<file path="src/tfn_pkg.sv">
// Shared definitions for the triangle face normal block.
// Holds default parameter values, the fixed result width and the flag bundle type.
package tfn_pkg;

    localparam int COORD_BITS_DEF       = 24;
    localparam int NORMAL_FRAC_BITS_DEF = 14;
    localparam int NORMAL_BITS          = 16;

    // Per-item side information that rides along the root pipeline.
    typedef struct packed {
        logic [2:0] neg;
        logic       degen;
    } tfn_flags_t;

endpackage

</file>
<file path="src/tfn_root_step.sv">
// One step of the restoring square-root-of-quotient recurrence for three components.
// Depends on tfn_pkg; decides result bit BIT with one shift-add, compare and subtract.
module tfn_root_step #(
    parameter int COORD_BITS       = tfn_pkg::COORD_BITS_DEF,
    parameter int NORMAL_FRAC_BITS = tfn_pkg::NORMAL_FRAC_BITS_DEF,
    parameter int BIT              = 0
) (
    input  logic                                              clk,
    input  logic                                              rst_n,
    input  logic                                              up_valid,
    output logic                                              up_ready,
    input  logic [4*COORD_BITS+2*NORMAL_FRAC_BITS+10:0]       rem_in [3],
    input  logic [4*COORD_BITS+2*NORMAL_FRAC_BITS+10:0]       p_in [3],
    input  logic [NORMAL_FRAC_BITS+1:0]                       y_in [3],
    input  logic [4*COORD_BITS+5:0]                           len2_in,
    input  tfn_pkg::tfn_flags_t                               flags_in,
    output logic                                              dn_valid,
    input  logic                                              dn_ready,
    output logic [4*COORD_BITS+2*NORMAL_FRAC_BITS+10:0]       rem_out [3],
    output logic [4*COORD_BITS+2*NORMAL_FRAC_BITS+10:0]       p_out [3],
    output logic [NORMAL_FRAC_BITS+1:0]                       y_out [3],
    output logic [4*COORD_BITS+5:0]                           len2_out,
    output tfn_pkg::tfn_flags_t                               flags_out
);
    import tfn_pkg::*;

    localparam int LW = 4 * COORD_BITS + 6;
    localparam int DW = LW + 2 * NORMAL_FRAC_BITS + 5;
    localparam int YW = NORMAL_FRAC_BITS + 2;

    logic              v_reg;
    logic              en;
    logic [DW-1:0]     rem_reg [3];
    logic [DW-1:0]     p_reg [3];
    logic [YW-1:0]     y_reg [3];
    logic [LW-1:0]     len2_reg;
    tfn_flags_t        flags_reg;

    logic [DW-1:0]     d [3];
    logic [DW-1:0]     rem_next [3];
    logic [DW-1:0]     p_next [3];
    logic [YW-1:0]     y_next [3];

    // Trying bit BIT of y: (y + 2^BIT)^2 * len2 - y^2 * len2 = 2^(BIT+1)*P + 4^BIT*len2,
    // where P = y * len2 is kept up to date alongside the remainder.
    always_comb
    begin
        for (int i = 0; i < 3; i++)
        begin
            d[i]        = (p_in[i] << (BIT + 1)) + (DW'(len2_in) << (2 * BIT));
            rem_next[i] = rem_in[i];
            p_next[i]   = p_in[i];
            y_next[i]   = y_in[i];
            if (d[i] <= rem_in[i])
            begin
                rem_next[i] = rem_in[i] - d[i];
                p_next[i]   = p_in[i] + (DW'(len2_in) << BIT);
                y_next[i][BIT] = 1'b1;
            end
        end
    end

    assign en       = !v_reg || dn_ready;
    assign up_ready = en;

    always_ff @(posedge clk or negedge rst_n)
    begin
        if (!rst_n)
        begin
            v_reg <= 1'b0;
        end
        else if (en)
        begin
            v_reg <= up_valid;
        end
    end

    always_ff @(posedge clk)
    begin
        if (en)
        begin
            rem_reg   <= rem_next;
            p_reg     <= p_next;
            y_reg     <= y_next;
            len2_reg  <= len2_in;
            flags_reg <= flags_in;
        end
    end

    assign dn_valid  = v_reg;
    assign rem_out   = rem_reg;
    assign p_out     = p_reg;
    assign y_out     = y_reg;
    assign len2_out  = len2_reg;
    assign flags_out = flags_reg;

endmodule

</file>
<file path="config.mk">
export PLATFORM = sky130hd
export DESIGN_NAME = tfn_root_step
export DESIGN_NICKNAME = d
export VERILOG_FILES = /design/src/tfn_pkg.sv /design/src/tfn_root_step.sv
export SDC_FILE = /design/constraint.sdc
export NUM_CORES = 2
export LEC_CHECK = 0
export BUFFER_PORTS_ARGS = -buffer_cell sky130_fd_sc_hd__buf_4
export CORE_AREA = 2 2 743 745
export DETAILED_ROUTE_END_ITERATION = 6
export DIE_AREA = 0 0 745 747
export PLACE_DENSITY = 0.44
export SLEW_MARGIN = 15
export SYNTH_ARGS = -nofsm -noshare
export SYNTH_HDL_FRONTEND = slang
export SYNTH_SLANG_ARGS = --single-unit
</file>
<file path="constraint.sdc">
create_clock -name clk -period 37.6 [get_ports clk]
set_clock_uncertainty 0.15 [all_clocks]
set_input_delay 5.64 -clock clk [delete_from_list [all_inputs] [get_ports clk]]
set_output_delay 5.64 -clock clk [all_outputs]
set_load 0.05 [all_outputs]
</file>
# Word-level counts from Yosys, hierarchy flattened
# Index checks and enable logic that the tools add are counted.
[op_classes]
reduce_logical = 2
n_mux = 6
add_sub_neg = 9
n_lt_le_gt_ge = 3
[op_table]
columns = ["cell", "count"]
rows = [
  ["adder 135 x 102 -> 135 bit", 6],
  ["two-way mux 135 bit", 6],
  ["less-or-equal comparator 135 bit", 3],
  ["subtractor 135 bit", 3],
  ["zero test 1 bit", 1],
  ["logical OR 1 bit", 1],
]
[totals]
reg_bits = 965
in_bits = 968
elab_cells = 36

# Logic depth before layout (Yosys ltp)
[logic_depth]
word_depth = 3
ltp_mapped = 35
depth_no_buf = 30

# Worst setup path after synthesis
# No wires, ideal clock.
[synth_timing]
path_kind = "input to output"
startpoint = "in dn_ready"
endpoint = "out up_ready"
t_arrival_ns = 28.924
setup_slack_ns = 2.886
cell_stages = 1
cell_sequence = "nand2b_1"
[synth_via]
elab_chain_len = 1
[synth_lines]
columns = ["item", "line_no", "rtl"]
rows = [
  ["start: declaration", "tfn_root_step.sv:18", "input logic dn_ready,"],
  ["logical OR 1 bit", "tfn_root_step.sv:63", "assign en = !v_reg || dn_ready;"],
  ["end: declaration", "tfn_root_step.sv:11", "output logic up_ready,"],
]
# Every way passes these cells.

==> impl_results.rst <==
.. list-table::
   :header-rows: 1

   * - Metric
     - Value
   * - Logic pwr share
     - 55.2%
   * - Overall via count from detail_route
     - 111760
   * - Remaining number of nets flagged by the antenna check after routing
     - 0
   * - Maximum clock rate
     - 55.43 MHz
   * - Crit path buf inv count
     - 5
   * - Vias in the first global route
     - 105371
   * - Clk slew on worst S/H paths
     - 60 ps
   * - Hold buffer count at CTS
     - 0
   * - Die width
     - 745 µm
   * - Top post-synthesis cells by area
     - edfxtp_1, ha_1, a21oi_1
   * - Largest fanout on the critical path
     - 71
   * - GPL Wtd Cong
     - 0.9960
   * - Area leader, netlist
     - edfxtp_1
   * - Global-route congestion overflow total
     - 0
   * - Level count of the clock H-tree
     - 4
   * - Filler cell count
     - 60944
   * - Final setup violating endpoints
     - 0
   * - Share of async-settable or async-resettable flops after synthesis
     - 0.1036%
   * - Total iterations of the first detailed-routing run
     - 7
   * - TritonCTS buffer count
     - 151
   * - Seq cells post-synth
     - 965
   * - Area share of the largest cell type after synthesis
     - 28.04%
   * - Category of cells accounting for the largest share of critical-path delay
     - compound AO/OA/AOI/OAI gates
   * - Seq/Total Area, Yosys
     - 28.07%
   * - Clock Root Buffer
     - clkbuf_16
   * - Most used cell, CP
     - buf_4
   * - Vias per cell
     - 5.096
   * - Global-route wire length before repair
     - 983700 µm
   * - Detailed placer's ending HPWL
     - 656100 µm
   * - TritonCTS clock tree
     - yes
   * - Max clock buf depth
     - 4
   * - Most instantiated flip-flop cell in the synthesis netlist
     - edfxtp_1
   * - Post-CTS setup buffer count
     - 0
   * - Failing checks
     - design-rule violations
   * - Dominant cell by count in the synthesized netlist
     - a21oi_1
   * - Hold violation count in the final report
     - 0
   * - Kind of critical path
     - primary input to register
   * - Critical Path Source Type
     - primary input
   * - IO Pins
     - 1934
   * - Syn_nets
     - 14915
   * - Overall die height
     - 747 µm
   * - TritonCTS sink count
     - 965
   * - Initial drt markers
     - 11339
   * - Synthesized area per cell
     - 7.987 µm²
   * - Post-Layout Inst Area
     - 130500 µm²
   * - Total Power Consumption
     - 6.774 mW
   * - Maximum number of pins on one net before global-route repair
     - 179
   * - Result of the run
     - finished with violations
   * - RSZ-0062 raised after global routing
     - no
   * - Net count of the finished layout
     - 16446
   * - Instance count of the mapped netlist
     - 12924
   * - Final routed DRC violation total
     - 7
   * - Count of instances resized after the clock tree is built
     - 0
   * - Tightest hold margin
     - 1162 ps
   * - Largest incremental delay on the critical path
     - 1040 ps
   * - Headroom to the max-slew limit
     - 12.19%
   * - Worst vdd rail ir drop
     - 0.03142 mV
   * - Clk pwr share
     - 22.3%
   * - Number of enable flip-flop cells after synthesis
     - 964
   * - Cell Int Power
     - 3.354 mW
   * - Net switching power of the design
     - 3.420 mW
   * - Total power density per cell area
     - 51.91 nW/µm²
   * - Final setup TNS
     - 0 ps
   * - Area of the multi-input gates
     - 70280 µm²
   * - Post-Synthesis Cell Area
     - 103200 µm²
   * - Synth top cells by count
     - a21oi_1, nand2_1, nor2_1, o21ai_0, ha_1
   * - Switching Fraction
     - 50.48%
   * - Wire per inst
     - 34.46 µm
   * - Combined flip-flop and latch cell area
     - 28970 µm²
   * - Full die area
     - 556500 µm²
   * - Critical Path AT
     - 18430 ps
   * - Total global-route track usage
     - 25.78%
   * - Worst hold-check path type
     - register to register
   * - Starting density of the core
     - 18.84%
   * - Area after DPL
     - 125300 µm²
   * - IO Port Bufs
     - 1933
   * - Share of the core filled with cells
     - 23.82%
   * - Ratio of cells with drive above 1 in the final layout
     - 16.71%
   * - Category of the worst setup path capture point
     - register
   * - CP max stage cell
     - nor3_1
   * - Post-synthesis to final-layout area growth
     - 26.44%
   * - Final-report max-slew violation count
     - 0
   * - Final worst path period share
     - 47.98%
   * - Yosys Warn Count
     - 0
   * - Maximum capacitance violations
     - 0
   * - Sequential power share
     - 22.5%
   * - Leak Pwr
     - 53.68 nW
   * - Clock insertion delay at the later pin of the skew report
     - 890 ps
   * - Shortest period the worst path allows
     - 18040 ps
   * - Number of distinct standard cells referenced by the synthesized netlist
     - 101
   * - Number of cell rows
     - 272
   * - Number of antenna violations at the first check in global routing
     - 230
   * - Area of the core region
     - 547900 µm²
   * - Wire length after detailed routing
     - 755700 µm
   * - Data required time of the worst path
     - 37990 ps
   * - Pin slew with the least headroom to its limit
     - 1307 ps
==> final cells by class <==
type	instances	share of cell area (%)
clock inverters	93	0.7621
well taps	7261	6.961
flip-flops and latches	965	22.20
inverters	378	1.087
diodes	103	0.1975
clock buffers	173	3.007
multi-input cells	10888	53.85
repair buffers	2071	11.94
==> power by group through the flow <==
stage	Clock [mW]	Sequential (mW)	Combinational, mW
floorplan	0	2.16	1.58
global placement	0	1.55	3.70
detailed placement	0	1.55	3.68
CTS	1.56	1.53	3.70
global route	1.59	1.54	3.94
finish	1.51	1.53	3.74
==> worst min-delay path, cell delays in order, from the launching register on <==
cell and delay (ps):
dfrtp_1 450, nand2b_4 270, buf_4 350
==> layout by cell type (no fill, tap or decap), types with 498 or more instances in the layout <==
cell and n:
nor2_1 1145, a21oi_1 1769, a21o_1 630, nand2_1 1372
ha_1 1014, xor2_1 498, buf_4 2068, edfxtp_1 964
o21ai_0 1054, xnor2_1 655
==> state kept, by name (all words and copies together) (netlist names) <==
signal	count
p_out	405
rem_out	405
len2_out	102
y_out	48
flags_out	4
dn_valid	1
==> routing by layer <==
metal / up-vias / part of all wire, % / GRT usage, %
li1: 51081 / - / -
met1: 54902 / 42 / 32.87
met2: 4834 / 43 / 39.15
met3: 855 / 10 / 9.043
met4: 88 / 4.9 / 10.99
met5: - / 0.078 / 0
==> through the flow <==
step / setup slack [ps] / instances
after floorplan: 2886 / 12924
after global placement: 19110 / 21563
after detailed placement: 19330 / 21563
after CTS: 20260 / 21829
after global routing: 19460 / 21877
final: 19560 / 21932
==> final timing paths <==
check,start,end,slack (ps),cells after the start
max in group asynchronous,rst_n,dn_valid,32850,1
max reg2reg,dn_valid,rem_out[4],33490,4
min reg2reg,dn_valid,rem_out[195],1160,2
min,dn_valid,rem_out[195],1160,2
max,len2_in[2],rem_out[293],19560,28
min in group asynchronous,rst_n,dn_valid,4370,1
==> kinds of logic (layout without fill, tap and decap cells) <==
group / Yosys count / count (layout) / synth area share (%)
compound gates: 4593 / 4593 / 26.93
fa+ha+maj: 1023 / 1023 / 12.47
mux: 32 / 32 / 0.3382
simple gates: 4087 / 4087 / 18.45
buf+inv: 1071 / 2715 / 3.964
flops: 965 / 965 / 28.07
other cells: 0 / 103 / 0
xor+xnor: 1153 / 1153 / 9.783
Note: power is estimated with default switching activity, not from simulation.
