## src/tfn_pkg.sv

```systemverilog
// Shared definitions for the triangle face normal block.
// Holds default parameter values, the fixed result width and the flag bundle type.
package tfn_pkg;

    localparam int COORD_BITS_DEF       = 24;
    localparam int NORMAL_FRAC_BITS_DEF = 14;
    localparam int NORMAL_BITS          = 16;

    // Per-item side information that rides along the root pipeline.
    typedef struct packed {
        logic [2:0] neg;
        logic       degen;
    } tfn_flags_t;

endpackage

```

## src/tfn_if.sv

```systemverilog


interface tfn_out_if ();
    logic                                      valid;
    logic                                      ready;
    logic signed [tfn_pkg::NORMAL_BITS-1:0]    normal_x;
    logic signed [tfn_pkg::NORMAL_BITS-1:0]    normal_y;
    logic signed [tfn_pkg::NORMAL_BITS-1:0]    normal_z;
    logic                                      degenerate;

    modport source (output valid, normal_x, normal_y, normal_z, degenerate, input ready);
    modport sink (input valid, normal_x, normal_y, normal_z, degenerate, output ready);
endinterface

```

## src/tfn_out.sv

```systemverilog
// Output stage: rounds the root to the nearest step, applies signs, zeroes degenerate results and holds the result.
// Depends on tfn_pkg and tfn_out_if.
module tfn_out #(
    parameter int NORMAL_FRAC_BITS = tfn_pkg::NORMAL_FRAC_BITS_DEF
) (
    input  logic                          clk,
    input  logic                          rst_n,
    input  logic                          up_valid,
    output logic                          up_ready,
    input  logic [NORMAL_FRAC_BITS+1:0]   y_in [3],
    input  tfn_pkg::tfn_flags_t           flags_in,
    tfn_out_if.source                     norm_out
);
    import tfn_pkg::*;

    localparam int YW = NORMAL_FRAC_BITS + 2;
    localparam int MW = YW + 1;
    localparam int OW = NORMAL_FRAC_BITS + 18;

    logic                   v_reg;
    logic                   en;
    logic [MW-1:0]          m [3];
    logic [OW-1:0]          sv [3];
    logic [NORMAL_BITS-1:0] n_next [3];
    logic [NORMAL_BITS-1:0] nx_reg, ny_reg, nz_reg;
    logic                   dg_reg;

    // y = floor(2 * scaled value); the rounded magnitude is floor((y + 1) / 2).
    always_comb
    begin
        for (int i = 0; i < 3; i++)
        begin
            m[i]      = (MW'(y_in[i]) + MW'(1)) >> 1;
            sv[i]     = flags_in.neg[i] ? (OW'(0) - OW'(m[i])) : OW'(m[i]);
            n_next[i] = flags_in.degen ? '0 : sv[i][NORMAL_BITS-1:0];
        end
    end

    assign en       = !v_reg || norm_out.ready;
    assign up_ready = en;

    always_ff @(posedge clk or negedge rst_n)
    begin
        if (!rst_n)
        begin
            v_reg <= 1'b0;
        end
        else if (en)
        begin
            v_reg <= up_valid;
        end
    end

    always_ff @(posedge clk)
    begin
        if (en)
        begin
            nx_reg <= n_next[0];
            ny_reg <= n_next[1];
            nz_reg <= n_next[2];
            dg_reg <= flags_in.degen;
        end
    end

    assign norm_out.valid      = v_reg;
    assign norm_out.normal_x   = nx_reg;
    assign norm_out.normal_y   = ny_reg;
    assign norm_out.normal_z   = nz_reg;
    assign norm_out.degenerate = dg_reg;

endmodule

```

## src/flat_wrapper.sv

```systemverilog
// flat-port wrapper written by rule: the top's interface ports become plain ports
module tfn_out_flat import tfn_pkg::*;
#(
    parameter int NORMAL_FRAC_BITS = tfn_pkg::NORMAL_FRAC_BITS_DEF
)
  (clk, rst_n, up_valid, up_ready, y_in, flags_in, norm_out_valid, norm_out_normal_x, norm_out_normal_y, norm_out_normal_z, norm_out_degenerate, norm_out_ready);
  tfn_out_if norm_out_i ();
  input  logic clk;
  input  logic rst_n;
  input  logic up_valid;
  output logic up_ready;
  input  logic [NORMAL_FRAC_BITS+1:0] y_in[3];
  input  tfn_pkg::tfn_flags_t flags_in;
  output wire logic [$bits(norm_out_i.valid)-1:0] norm_out_valid;
  output wire logic [$bits(norm_out_i.normal_x)-1:0] norm_out_normal_x;
  output wire logic [$bits(norm_out_i.normal_y)-1:0] norm_out_normal_y;
  output wire logic [$bits(norm_out_i.normal_z)-1:0] norm_out_normal_z;
  output wire logic [$bits(norm_out_i.degenerate)-1:0] norm_out_degenerate;
  input wire logic [$bits(norm_out_i.ready)-1:0] norm_out_ready;
  assign norm_out_valid = norm_out_i.valid;
  assign norm_out_normal_x = norm_out_i.normal_x;
  assign norm_out_normal_y = norm_out_i.normal_y;
  assign norm_out_normal_z = norm_out_i.normal_z;
  assign norm_out_degenerate = norm_out_i.degenerate;
  assign norm_out_i.ready = norm_out_ready;
  tfn_out #(.NORMAL_FRAC_BITS(NORMAL_FRAC_BITS)) u_core (.clk(clk), .rst_n(rst_n), .up_valid(up_valid), .up_ready(up_ready), .y_in(y_in), .flags_in(flags_in), .norm_out(norm_out_i));
endmodule
```

## config.mk

```make
export PLATFORM = sky130hd
export DESIGN_NAME = tfn_out_flat
export DESIGN_NICKNAME = d
export VERILOG_FILES = /design/src/tfn_pkg.sv /design/src/tfn_if.sv /design/src/tfn_out.sv /design/src/flat_wrapper.sv
export SDC_FILE = /design/constraint.sdc
export NUM_CORES = 1
export LEC_CHECK = 0
export BUFFER_PORTS_ARGS = -buffer_cell sky130_fd_sc_hd__clkbuf_2
export CORE_ASPECT_RATIO = 0.5
export CORE_MARGIN = 2
export CORE_UTILIZATION = 40
export DETAILED_ROUTE_END_ITERATION = 8
export GPL_TIMING_DRIVEN = 0
export PLACE_DENSITY = 0.68
export SLEW_MARGIN = 25
export SYNTH_ARGS = -nofsm -noshare
export SYNTH_HDL_FRONTEND = slang
export SYNTH_SLANG_ARGS = --single-unit
```

## constraint.sdc

```tcl
create_clock -name clk -period 2.55 [get_ports clk]
set_input_delay 0 -clock clk [delete_from_list [all_inputs] [get_ports clk]]
set_output_delay 0 -clock clk [all_outputs]
set_load 0.02 [all_outputs]
```

Word level (Yosys, flattened, before mapping)
Cells that the tools add are included.
Cells by class
  reduce and logical (&&, ||, !) cells: 2
  multiplexer cells: 3
  add/subtract/negate cells: 6
Operators by type and width (count)
  $add A16 B1 Y17 const B: 3
  $mux W16: 3
  $sub A1 B16 Y16 const A: 3
  $logic_not A1 Y1: 1
  $logic_or A1 B1 Y1: 1
Word-level totals
  register bits: 50
  logic and storage cells: 16

Longest topological paths before layout
Gate-level depths: netlist of the first run.
  depth in word-level cells: 3
  mapped depth: 10

Worst setup path before layout of the first run
OpenSTA, ideal clock, no wires.
  path kind: in2reg
  start: input y_in[16] (netlist bit)
  end: register u_core.ny_reg[14] (netlist: u_core.norm_out.normal_y[14]) (data pin)
  stages: 10
  setup slack: 0.351 ns
  data required time: 2.419 ns
  arrival time: 2.068 ns
  buffers on the path: 1
  cells stage by stage: ha_1 buf_1 xnor2_1 ha_1 nand2_1 nor3_1 a2bb2oi_1 a31oi_1 or4b_1 nand2_1
Between the ends
  cells in the longest elaborated chain, start to end: 3
RTL lines
  from (decl): RTL line flat_wrapper.sv:12  | input logic [NORMAL_FRAC_BITS+1:0] y_in[3];
  $add A16 B1 Y17 (*): RTL line tfn_out.sv:33  | m[i] = (MW'(y_in[i]) + MW'(1)) >> 1;
  $sub A1 B16 Y16: RTL line tfn_out.sv:34  | sv[i] = flags_in.neg[i] ? (OW'(0) - OW'(m[i])) : OW'(m[i]);
  $mux W16 (*): RTL line tfn_out.sv:34
  to (signal assigned): RTL line tfn_out.sv:59  | ny_reg <= n_next[1];
  to (decl): RTL line tfn_out.sv:25  | logic [NORMAL_BITS-1:0] nx_reg, ny_reg, nz_reg;
Mark *: on every way between the ends. The rest lies on a longest branch, timed or not.
A chain may end at the register's enable or synchronous reset.

Final worst setup path of the first run
  start: input y_in[0] (netlist bit)
  end: register u_core.nz_reg[15] (netlist: u_core.norm_out.normal_z[15]) (data pin)
Between the ends
  cells in the longest elaborated chain, start to end: 3
RTL lines
  $add A16 B1 Y17 (*): RTL line tfn_out.sv:33
  $sub A1 B16 Y16: RTL line tfn_out.sv:34
  $mux W16 (*): RTL line tfn_out.sv:34
  to (signal assigned): RTL line tfn_out.sv:60  | nz_reg <= n_next[2];
  to (decl): RTL line tfn_out.sv:25
Marks and branches as above.

==> metrics.cfg, run 1 <==
[setup_path]
worst-setup-path-type = in -> reg
crit_path_cell_trace = clkbuf_2, ha_1, buf_2, nand4_2, or4_1, nor3_1, nand2_1, or4_1, o311ai_1
critPathRequiredTime_ns = 2.65
slowest_stage = or4_1
reg2reg_depth = 1
path_max_fanout = 10
endpoint_kind = flop
cp_common_cell = or4_1
critical_path_arrival_ns = 2.42
cp-start-kind = input port
max_stage_delay_ns = 0.53

[floorplanning]
die-area_um2 = 12400
placementRows = 27
core_um2 = 11100
ios = 107
die_x_um = 156
die-height_um = 79.8
initial_utilization = 0.414

[yosys]
yosysMostFrequentCell = nor2_1
seq_area_frac_synth = 0.326
ys.flop_type = edfxtp_1
postSynthCellCount = 542
synth-simple-area-share = 0.305
ys_warn_count = 0
ys_async_sr_fraction = 0.0200
yosys.area_share.adder = 0.0164
synth_compound_area_frac = 0.154
synth_top_area_share = 0.321
synth_top_family_by_area = simple AND/OR/NAND/NOR gates
synth-edff-count = 49
avgSynthCellArea_um2 = 8.47
synth_cell_types = 73
synth_xor_area_frac = 0.126
synth_common_cells = nor2_1, edfxtp_1, xnor2_1, nand2_1, nor3_1
yosysTopAreaCell = edfxtp_1
ys_ff_latch = 50
synth.cell_area_um2 = 4590
synthesis.nets = 604
ys_top_cells_by_area = edfxtp_1, xnor2_1, xor2_1
synthMuxAreaShare = 0.0267

[global_routing]
grt_pass1_wl_um = 18300
antenna_found_initial = 0
gr-max-usage-layer = met2
grt.met2_usage = 0.298
track_usage = 0.183
grt_max_degree = 52
use_met1 = 0.254
grt_pass1_vias = 3808
globalRouteMet3Util = 0.0309
overflow = 0

[placed_design]
hpwl_um = 8730
place.gp.congestion = 0.839
port-buffer-count = 90
placed_area_um2 = 5230

[finish]
syn2layout_area_growth_pct = 18.7
nNetsFinal = 705
drive_above_1_share = 0.205
antenna_cells = 0
fin_util = 0.492
nFillCells = 1108
post-route-cell-area_um2 = 5450

[timing]
drv_slew = 0
holdWs_ns = 0.169
setup_violations = 0
period_share = 0.908
max_freq_mhz = 432
fin_worst_skew_ns = 0.00514
fin_crit_ns = 2.32
slew_headroom = 0.472
rsz0062_at_grt = no
hold_viol_final = 0
worstMarginPinSlew_ns = 0.785

[clock_tree]
cts_root_buffer = clkbuf_16
postCtsSetupBuffers = 0
clk_pin_slew_ns = 0.07
htree_levels = 2
clk_latency_ns = 0.29
cts_buffers = 5
cts_tree = yes
cts.path.max_buffers = 2
cts.sinks = 50

[pwr]
total_power_mw = 2.51
irDropWorstVdd_uv = 258
leakage_nw = 2.06
powerDensity_nw_per_um2 = 461

[outcome]
outcome = complete, no violations

[routing]
post_drt_wl_per_cell_um = 14.5
wl_um = 11500
post-route-drc-count = 0
vias = 4368
via_per_inst = 5.54
ant_nets = 0
initialDrtViolationCount = 220
drt_pass1_iterations = 5

[run]
max-cap-violations = 0

[hold_path]
min_path_cells = 4
hp-class = in -> reg

==> critical path, delay by kind of cell <==
family          cells  cell delay (ns)
simple gates        5             1.72
fa+ha+maj           1             0.19
compound gates      1             0.11
buf+inv             2             0.38
==> flip-flops by register name (all words and copies together), names as in the netlist <==
register                    flops
u_core.norm_out.valid           1
u_core.norm_out.normal_x       16
u_core.norm_out.normal_y       16
u_core.norm_out.degenerate      1
u_core.norm_out.normal_z       16
==> cells by family after synthesis <==
logic type | Yosys count
AO/OA/AOI/OAI | 101
adder cells (fa/ha/maj) | 6
AND/OR/NAND/NOR | 257
flip-flops | 50
buffers and inverters | 50
XOR/XNOR | 66
multiplexers | 12
==> layout make-up <==
class                      instances  area (µm²)  share of cell area
buffer                            39         171              0.0315
clock inverter                     2        38.8             0.00712
sequential                        50        1500               0.275
inverter                          11        41.3             0.00758
tap                              145         181              0.0333
timing repair buffer              94         490              0.0900
multi-input combinational        442        2890               0.530
clock buffer                       6         139              0.0255
==> where the power goes <==
group	switching, mW	internal, mW	leakage [nW]
Sequential	0.0246	1.00	0.529
Clock	0.311	0.494	0.0875
Combinational	0.436	0.246	1.44
Total	0.771	1.74	2.06
==> per-stage QoR <==
step / TNS (ns) / worst slack, ns / cells
after floorplan: 0 / 0.351 / 542
after global placement: -0.0925 / -0.0925 / 777
after detailed placement: -0.198 / -0.158 / 777
after CTS: 0 / 0.147 / 789
after global routing: 0 / 0.0610 / 789
final: 0 / 0.235 / 789
==> path summary, 6_finish.rpt <==
check / from / to / slack, ns
worst max-delay path: y_in[0] / u_core.norm_out.normal_z[15] / 0.23
worst min-delay path: y_in[47] / u_core.norm_out.normal_x[15] / 0.17
worst max register to register: u_core.norm_out.valid / u_core.norm_out.normal_x[2] / 1.22
worst min register to register: u_core.norm_out.valid / u_core.norm_out.valid / 1.03
max in group asynchronous: rst_n / u_core.norm_out.valid / 1.93
min in group asynchronous: rst_n / u_core.norm_out.valid / 0.52
==> layer usage <==
metal	up-vias	share of wire	wire length, µm
li1	2228	-	-
met1	2026	0.49	5590
met2	104	0.46	5260
met3	10	0.043	495
met4	0	0.0096	110
met5	-	0	0
==> cells in the final DEF (no fill, tap or decap), types with 13 or more instances in the layout <==
cell and count:
nor2_1 56, and3_1 15, o21ai_0 26, xor2_1 25, a21oi_1 21, nand4_1 19, nor3_1 28, clkbuf_2 91
nand3_1 26, nand2_1 38, clkbuf_1 23, edfxtp_1 49, or3_1 13, xnor2_1 41
==> timing repair <==
item | CTS | global route
gates resized for setup | 0 | 1
endpoints found under the hold margin | 3 | 0
hold buffers | 4 | 0
setup endpoints to repair | 0 | 1
No activity file was read; power rests on OpenSTA's default activity.
==> run 2: changes to the inputs <==
- ABC_AREA: default -> 1
- PLACE_DENSITY: 0.68 -> 0.69
==> metrics.cfg, run 2 <==
[timing]
finalSetupTns_ns = 0  ; unchanged
fin_worst_skew_ns = 0.00377  ; -0.00137 ns
fin_crit_ns = 1.74  ; -0.573 ns
rsz0062_at_grt = no
slew_headroom = 0.550  ; +0.0774
worstMarginPinSlew_ns = 0.676  ; -0.109 ns
hold_viol_final = 0  ; unchanged
period_share = 0.683  ; -0.225
setup_violations = 0  ; unchanged
max_freq_mhz = 574  ; +33%
holdWs_ns = 0.0147  ; -0.155 ns
drv_slew = 0  ; unchanged

[yosys]
ys.flop_type = edfxtp_1
postSynthCellCount = 632  ; +17%
ys_ff_latch = 50  ; unchanged
synth_top_area_share = 0.347  ; +0.0261
synth_common_cells = nand2_1, nor2_1, inv_1, nand3_1, edfxtp_1
synth-edff-count = 49  ; unchanged
synthesis.nets = 694  ; +15%
ys_warn_count = 0  ; unchanged
seq_area_frac_synth = 0.352  ; +0.0265
synth_cell_types = 32  ; -56%
ys_async_sr_fraction = 0.0200  ; unchanged
yosysTopAreaCell = edfxtp_1
synth.cell_area_um2 = 4250  ; -7.5%
avgSynthCellArea_um2 = 6.72  ; -21%
yosysMostFrequentCell = nand2_1
ys_top_cells_by_area = edfxtp_1, nand2_1, nor2_1

[floorplanning]
placementRows = 26  ; -3.7%
die_x_um = 150  ; -3.7%
initial_utilization = 0.413  ; -0.00132
die-height_um = 76.8  ; -3.6%
core_um2 = 10300  ; -7.2%
ios = 107  ; unchanged
die-area_um2 = 11500  ; -7.2%

[placed_design]
place.gp.congestion = 0.861  ; +2.6%
port-buffer-count = 106  ; +18%
hpwl_um = 8510  ; -2.5%

[finish]
antenna_cells = 0  ; unchanged
nNetsFinal = 810  ; +15%
final_cell_mix = nand2_1, clkbuf_2, nor2_1
syn2layout_area_growth_pct = 21.4
nFillCells = 1071  ; -3.3%
final_common_cell = nand2_1
drive_above_1_share = 0.228  ; +0.0233

[routing]
vias = 4411  ; +0.98%
drt_pass1_iterations = 4  ; -1
ant_nets = 0  ; unchanged
post_drt_wl_per_cell_um = 12.0  ; -17%
initialDrtViolationCount = 165  ; -25%
post-route-drc-count = 0  ; unchanged
via_per_inst = 4.96  ; -10%
wl_um = 10700  ; -7.0%

[pwr]
irDropWorstVdd_uv = 230  ; -11%
leakage_nw = 2.51  ; +22%
powerDensity_nw_per_um2 = 468  ; +1.5%

[setup_path]
reg2reg_from = u_core.norm_out.valid
cp_num_cells = 7  ; -2
path_max_fanout = 10  ; unchanged
crit_path_cell_trace = dlygate4sd3_1, clkbuf_2, clkbuf_1, inv_1, clkbuf_1, o21ai_0, a21oi_1
worst-setup-path-type = in -> reg
crit_family = buffers and inverters
r2r_setup_slack_ns = 1.24  ; +0.02 ns
critical_path_arrival_ns = 1.88  ; -0.54 ns
critPathBufInv = 5  ; +3
cp-start-kind = input port
reg2reg_depth = 1  ; unchanged
cp_common_cell = clkbuf_1
max_stage_delay_ns = 0.53  ; about the same
endpoint_kind = flop
critPathRequiredTime_ns = 2.69  ; +0.04 ns
rr_endpoint = u_core.norm_out.normal_y[6]
slowest_stage = dlygate4sd3_1

[global_routing]
overflow = 0  ; unchanged
grt_pass1_vias = 4022  ; +5.6%
track_usage = 0.187  ; +0.00459
grt.met2_usage = 0.356  ; +0.0577
use_met1 = 0.230  ; -0.0245
grt_max_degree = 52  ; unchanged
antenna_found_initial = 0  ; unchanged
grt_pass1_wl_um = 17700  ; -3.1%
globalRouteMet3Util = 0.0214  ; -0.00952
gr-max-usage-layer = met2

[clock_tree]
cts_tree = yes
cts_root_buffer = clkbuf_16
cts.path.max_buffers = 2  ; unchanged
clk_pin_slew_ns = 0.07  ; about the same
cts.sinks = 50  ; unchanged
cts_resized = 0  ; unchanged
cts_buffers = 5  ; unchanged
clk_latency_ns = 0.29  ; about the same
htree_levels = 2  ; unchanged

[outcome]
outcome = complete, no violations

[run]
max-cap-violations = 0  ; unchanged

[hold_path]
hp-class = in -> async

==> run 2: logic make-up (layout without fill, tap and decap cells) <==
group                      after synthesis  count (layout)  share of synthesized area
adders and majority gates                6               6                     0.0177
DFF                                     50              50                      0.352
xor gates and xnor gates                 5               5                     0.0103
and+or+nand+nor                        414             414                      0.445
AOI/OAI and AO/OA                       78              78                      0.102
buffers and inverters                   79             196                     0.0722
==> run 2: worst max-delay path by stage <==
stage / from / endpoint / slack [ns]
after floorplan: u_core.norm_out.valid / u_core.norm_out.degenerate / 0.48
after global placement: u_core.norm_out.valid / u_core.norm_out.normal_z[0] / 0.23
after detailed placement: y_in[16] / u_core.norm_out.normal_y[14] / 0.64
after CTS: flags_in[0] / u_core.norm_out.normal_y[10] / 0.79
after global routing: flags_in[0] / u_core.norm_out.normal_y[8] / 0.65
final: flags_in[0] / u_core.norm_out.normal_y[10] / 0.81
==> run 2: timing repair <==
action                    in CTS  in global routing
hold endpoints to repair       3                  0
hold buffers                   3                  0
buffers inserted               0                  0
==> run 2: layout make-up <==
| class | count | area [µm²] | share of cell area |
|---|---|---|---|
| multi-input cells | 503 | 2450 | 0.475 |
| flip-flops and latches | 50 | 1500 | 0.290 |
| repair buffers | 109 | 561 | 0.109 |
| inverters | 71 | 267 | 0.0517 |
| well taps | 140 | 175 | 0.0340 |
| clock buffers | 5 | 125 | 0.0243 |
| clock inverters | 3 | 40.0 | 0.00777 |
| plain buffers | 8 | 40.0 | 0.00777 |
==> run 2: power by group <==
part,leakage (nW),switching (mW),internal (mW)
logic,1.90,0.441,0.201
clock network,0.0836,0.294,0.460
registers,0.527,0.0208,0.997
total,2.51,0.755,1.66
==> run 2: stage by stage <==
stage          worst slack (ns)  power, mW   util  instances  instance area [µm²]
2_1_floorplan             0.476       1.45      -        632                 4250
3_3_place_gp              0.228       1.66  0.482        878                 4950
3_5_place_dp              0.638       1.68  0.482        878                 4960
4_1_cts                   0.793       2.43  0.501        889                 5150
5_1_grt                   0.651       2.54  0.501        889                 5150
6_report                  0.807       2.41  0.501        889                 5150
==> run 2: routing by layer <==
| layer | wire length [µm] | up-vias |
|---|---|---|
| li1 | - | 2316 |
| met1 | 4920 | 1997 |
| met2 | 5200 | 93 |
| met3 | 468 | 5 |
| met4 | 65 | 0 |
| met5 | 0 | - |
==> run 3: changes to the inputs <==
- ABC_AREA: 1 -> 0
- PLACE_DENSITY: 0.69 -> 0.68
- clock period: 2.55 -> 1.71 ns (I/O delays scaled with it)
==> metrics.cfg, run 3 (synthesis results as in run 1) <==
[setup_path]
reg2reg_from = u_core.norm_out.valid
rr_endpoint = u_core.norm_out.normal_x[5]
worst-setup-path-type = in -> reg
cp-start-kind = input port
critPathRequiredTime_ns = 1.87  ; -0.82 ns
max_stage_delay_ns = 0.44  ; -0.09 ns
crit_path_cell_trace = clkbuf_16, ha_4, or3_4, a2111oi_4, o221ai_2, a211o_1, or4_1, nand3_1
r2r_setup_slack_ns = 0.37  ; -0.87 ns
slowest_stage = or4_1
reg2reg_depth = 1  ; unchanged
endpoint_kind = flop
critical_path_arrival_ns = 2.08  ; +0.20 ns
path_max_fanout = 6  ; -4

[hold_path]
hp-class = in -> reg
min_from = y_in[20]
whs_endpoint = u_core.norm_out.normal_y[3]
min_path_cells = 4

[global_routing]
antenna_found_initial = 0  ; unchanged
grt_pass1_wl_um = 21000  ; +19%
track_usage = 0.209  ; +0.0214
globalRouteMet3Util = 0.0304  ; +0.00897
gr-max-usage-layer = met2
grt_max_degree = 52  ; unchanged
grt_pass1_vias = 4265  ; +6.0%
overflow = 0  ; unchanged
grt.met2_usage = 0.375  ; +0.0193
use_met1 = 0.272  ; +0.0428

[timing]
hold_viol_final = 0  ; unchanged
fin_worst_skew_ns = 0.00706  ; +0.00329 ns
worstMarginPinSlew_ns = 0.710  ; +0.0341 ns
setup_violations = 10  ; +10
drv_slew = 0  ; unchanged
rsz0062_at_grt = yes
max_freq_mhz = 522
finalSetupTns_ns = -1.08  ; -1.08 ns
slew_headroom = 0.527  ; -0.0227
final.setup.worst_slack_ns = -0.205  ; -1.01 ns
fin_crit_ns = 1.91
period_share = 1.12

[clock_tree]
clk_latency_ns = 0.30  ; about the same
htree_levels = 2  ; unchanged
cts.path.max_buffers = 2  ; unchanged
cts.sinks = 50  ; unchanged
cts_buffers = 5  ; unchanged
cts_root_buffer = clkbuf_16
cts_tree = yes
clk_pin_slew_ns = 0.07  ; about the same

[routing]
post-route-drc-count = 0  ; unchanged
wl_um = 13400  ; +26%
ant_nets = 0  ; unchanged
initialDrtViolationCount = 213  ; +29%
vias = 4715  ; +6.9%
post_drt_wl_per_cell_um = 16.2  ; +35%
via_per_inst = 5.69  ; +15%
drt_pass1_iterations = 5  ; +1

[finish]
final_common_cell = clkbuf_2
antenna_cells = 0  ; unchanged
nNetsFinal = 744  ; -8.1%
syn2layout_area_growth_pct = 42.6
final_cell_mix = clkbuf_2, nor2_1, edfxtp_1
drive_above_1_share = 0.373  ; +0.145
fin_util = 0.591  ; +0.0896
nFillCells = 993  ; -7.3%

[pwr]
total_power_mw = 3.99  ; +65%
clock_power_share = 0.298  ; -0.014
p_sw_mw = 1.29  ; +71%
sw_frac_of_total = 0.323  ; +0.0101
powerDensity_nw_per_um2 = 610  ; +30%
irDropWorstVdd_uv = 402  ; +75%
p_int_mw = 2.70  ; +63%
share_comb_of_total_power = 0.320  ; +0.054
pwr-share-seq = 0.382  ; -0.040
leakage_nw = 2.51  ; about the same

[placed_design]
port-buffer-count = 90  ; -15%
dp_slack_ns = -0.644  ; -1.28 ns
hpwl_um = 9240  ; +8.5%
place.gp.congestion = 0.884  ; +2.6%

[floorplanning]
die-area_um2 = 12400  ; +7.8%
die-height_um = 79.8  ; +3.8%
initial_utilization = 0.414  ; +0.00132
ios = 107  ; unchanged
die_x_um = 156  ; +3.9%
core_um2 = 11100  ; +7.8%
placementRows = 27  ; +3.8%

[outcome]
violations = setup timing
outcome = finished with violations

[run]
max-cap-violations = 0  ; unchanged

-- run 3: power groups by stage --
| stage | sequential, mW | clock, mW | combinational (mW) |
|---|---|---|---|
| 2_1_floorplan | 1.71 | 0 | 0.582 |
| 3_3_place_gp | 1.55 | 0 | 1.06 |
| 4_1_cts | 1.53 | 1.21 | 1.18 |
| 3_5_place_dp | 1.56 | 0 | 1.08 |
| 5_1_grt | 1.54 | 1.24 | 1.39 |
| 6_report | 1.53 | 1.19 | 1.28 |
-- run 3: timing repair --
item / CTS / global route
gates resized for setup: 48 / 66
setup buffers: 21 / 21
hold buffers: 4 / 0
cloned: 0 / 0
endpoints found under the hold margin: 3 / 0
endpoints found under the setup margin: 22 / 33
pin swaps: 23 / 32
-- run 3: metrics by stage --
stage | cells | cell area [µm²] | hold slack (ns)
2_1_floorplan | 542 | 4860 | -0.296
3_3_place_gp | 777 | 5500 | -0.225
5_1_grt | 828 | 6550 | 0.223
3_5_place_dp | 777 | 5500 | -0.224
6_report | 828 | 6550 | 0.195
4_1_cts | 809 | 6120 | 0.192
-- run 3: how the worst max path moves through the flow --
stage               depth (start not counted)                           end  slack, ns      from
detailed placement                          8  u_core.norm_out.normal_x[11]      -0.64  y_in[36]
CTS                                         8  u_core.norm_out.normal_z[15]      -0.20   y_in[0]
global placement                            8  u_core.norm_out.normal_x[11]      -0.61  y_in[36]
floorplan                                   7  u_core.norm_out.normal_x[11]      -0.23  y_in[37]
global route                                8  u_core.norm_out.normal_z[12]      -0.28   y_in[0]
finish                                      8  u_core.norm_out.normal_z[12]      -0.20   y_in[0]
-- run 3: worst max-delay path, delay by kind of cell --
kind / cells / cell delay (ns)
fa+ha+maj: 1 / 0.16
simple gates: 3 / 0.90
compound gates: 3 / 0.90
buf+inv: 1 / 0.12
-- run 3: per-layer routing --
layer	routed length [µm]	part of all wire
met2	6780	0.51
met4	206	0.015
met5	0	0
met1	5880	0.44
met3	538	0.040
-- run 3: layout make-up --
type | count | area (µm²) | area share
multi-input combinational | 442 | 3490 | 0.533
sequential | 50 | 1500 | 0.229
tap | 145 | 181 | 0.0277
clock inverter | 3 | 47.5 | 0.00726
clock buffer | 5 | 125 | 0.0191
buffer | 37 | 243 | 0.0371
timing repair buffer | 135 | 921 | 0.141
inverter | 11 | 41.3 | 0.00631
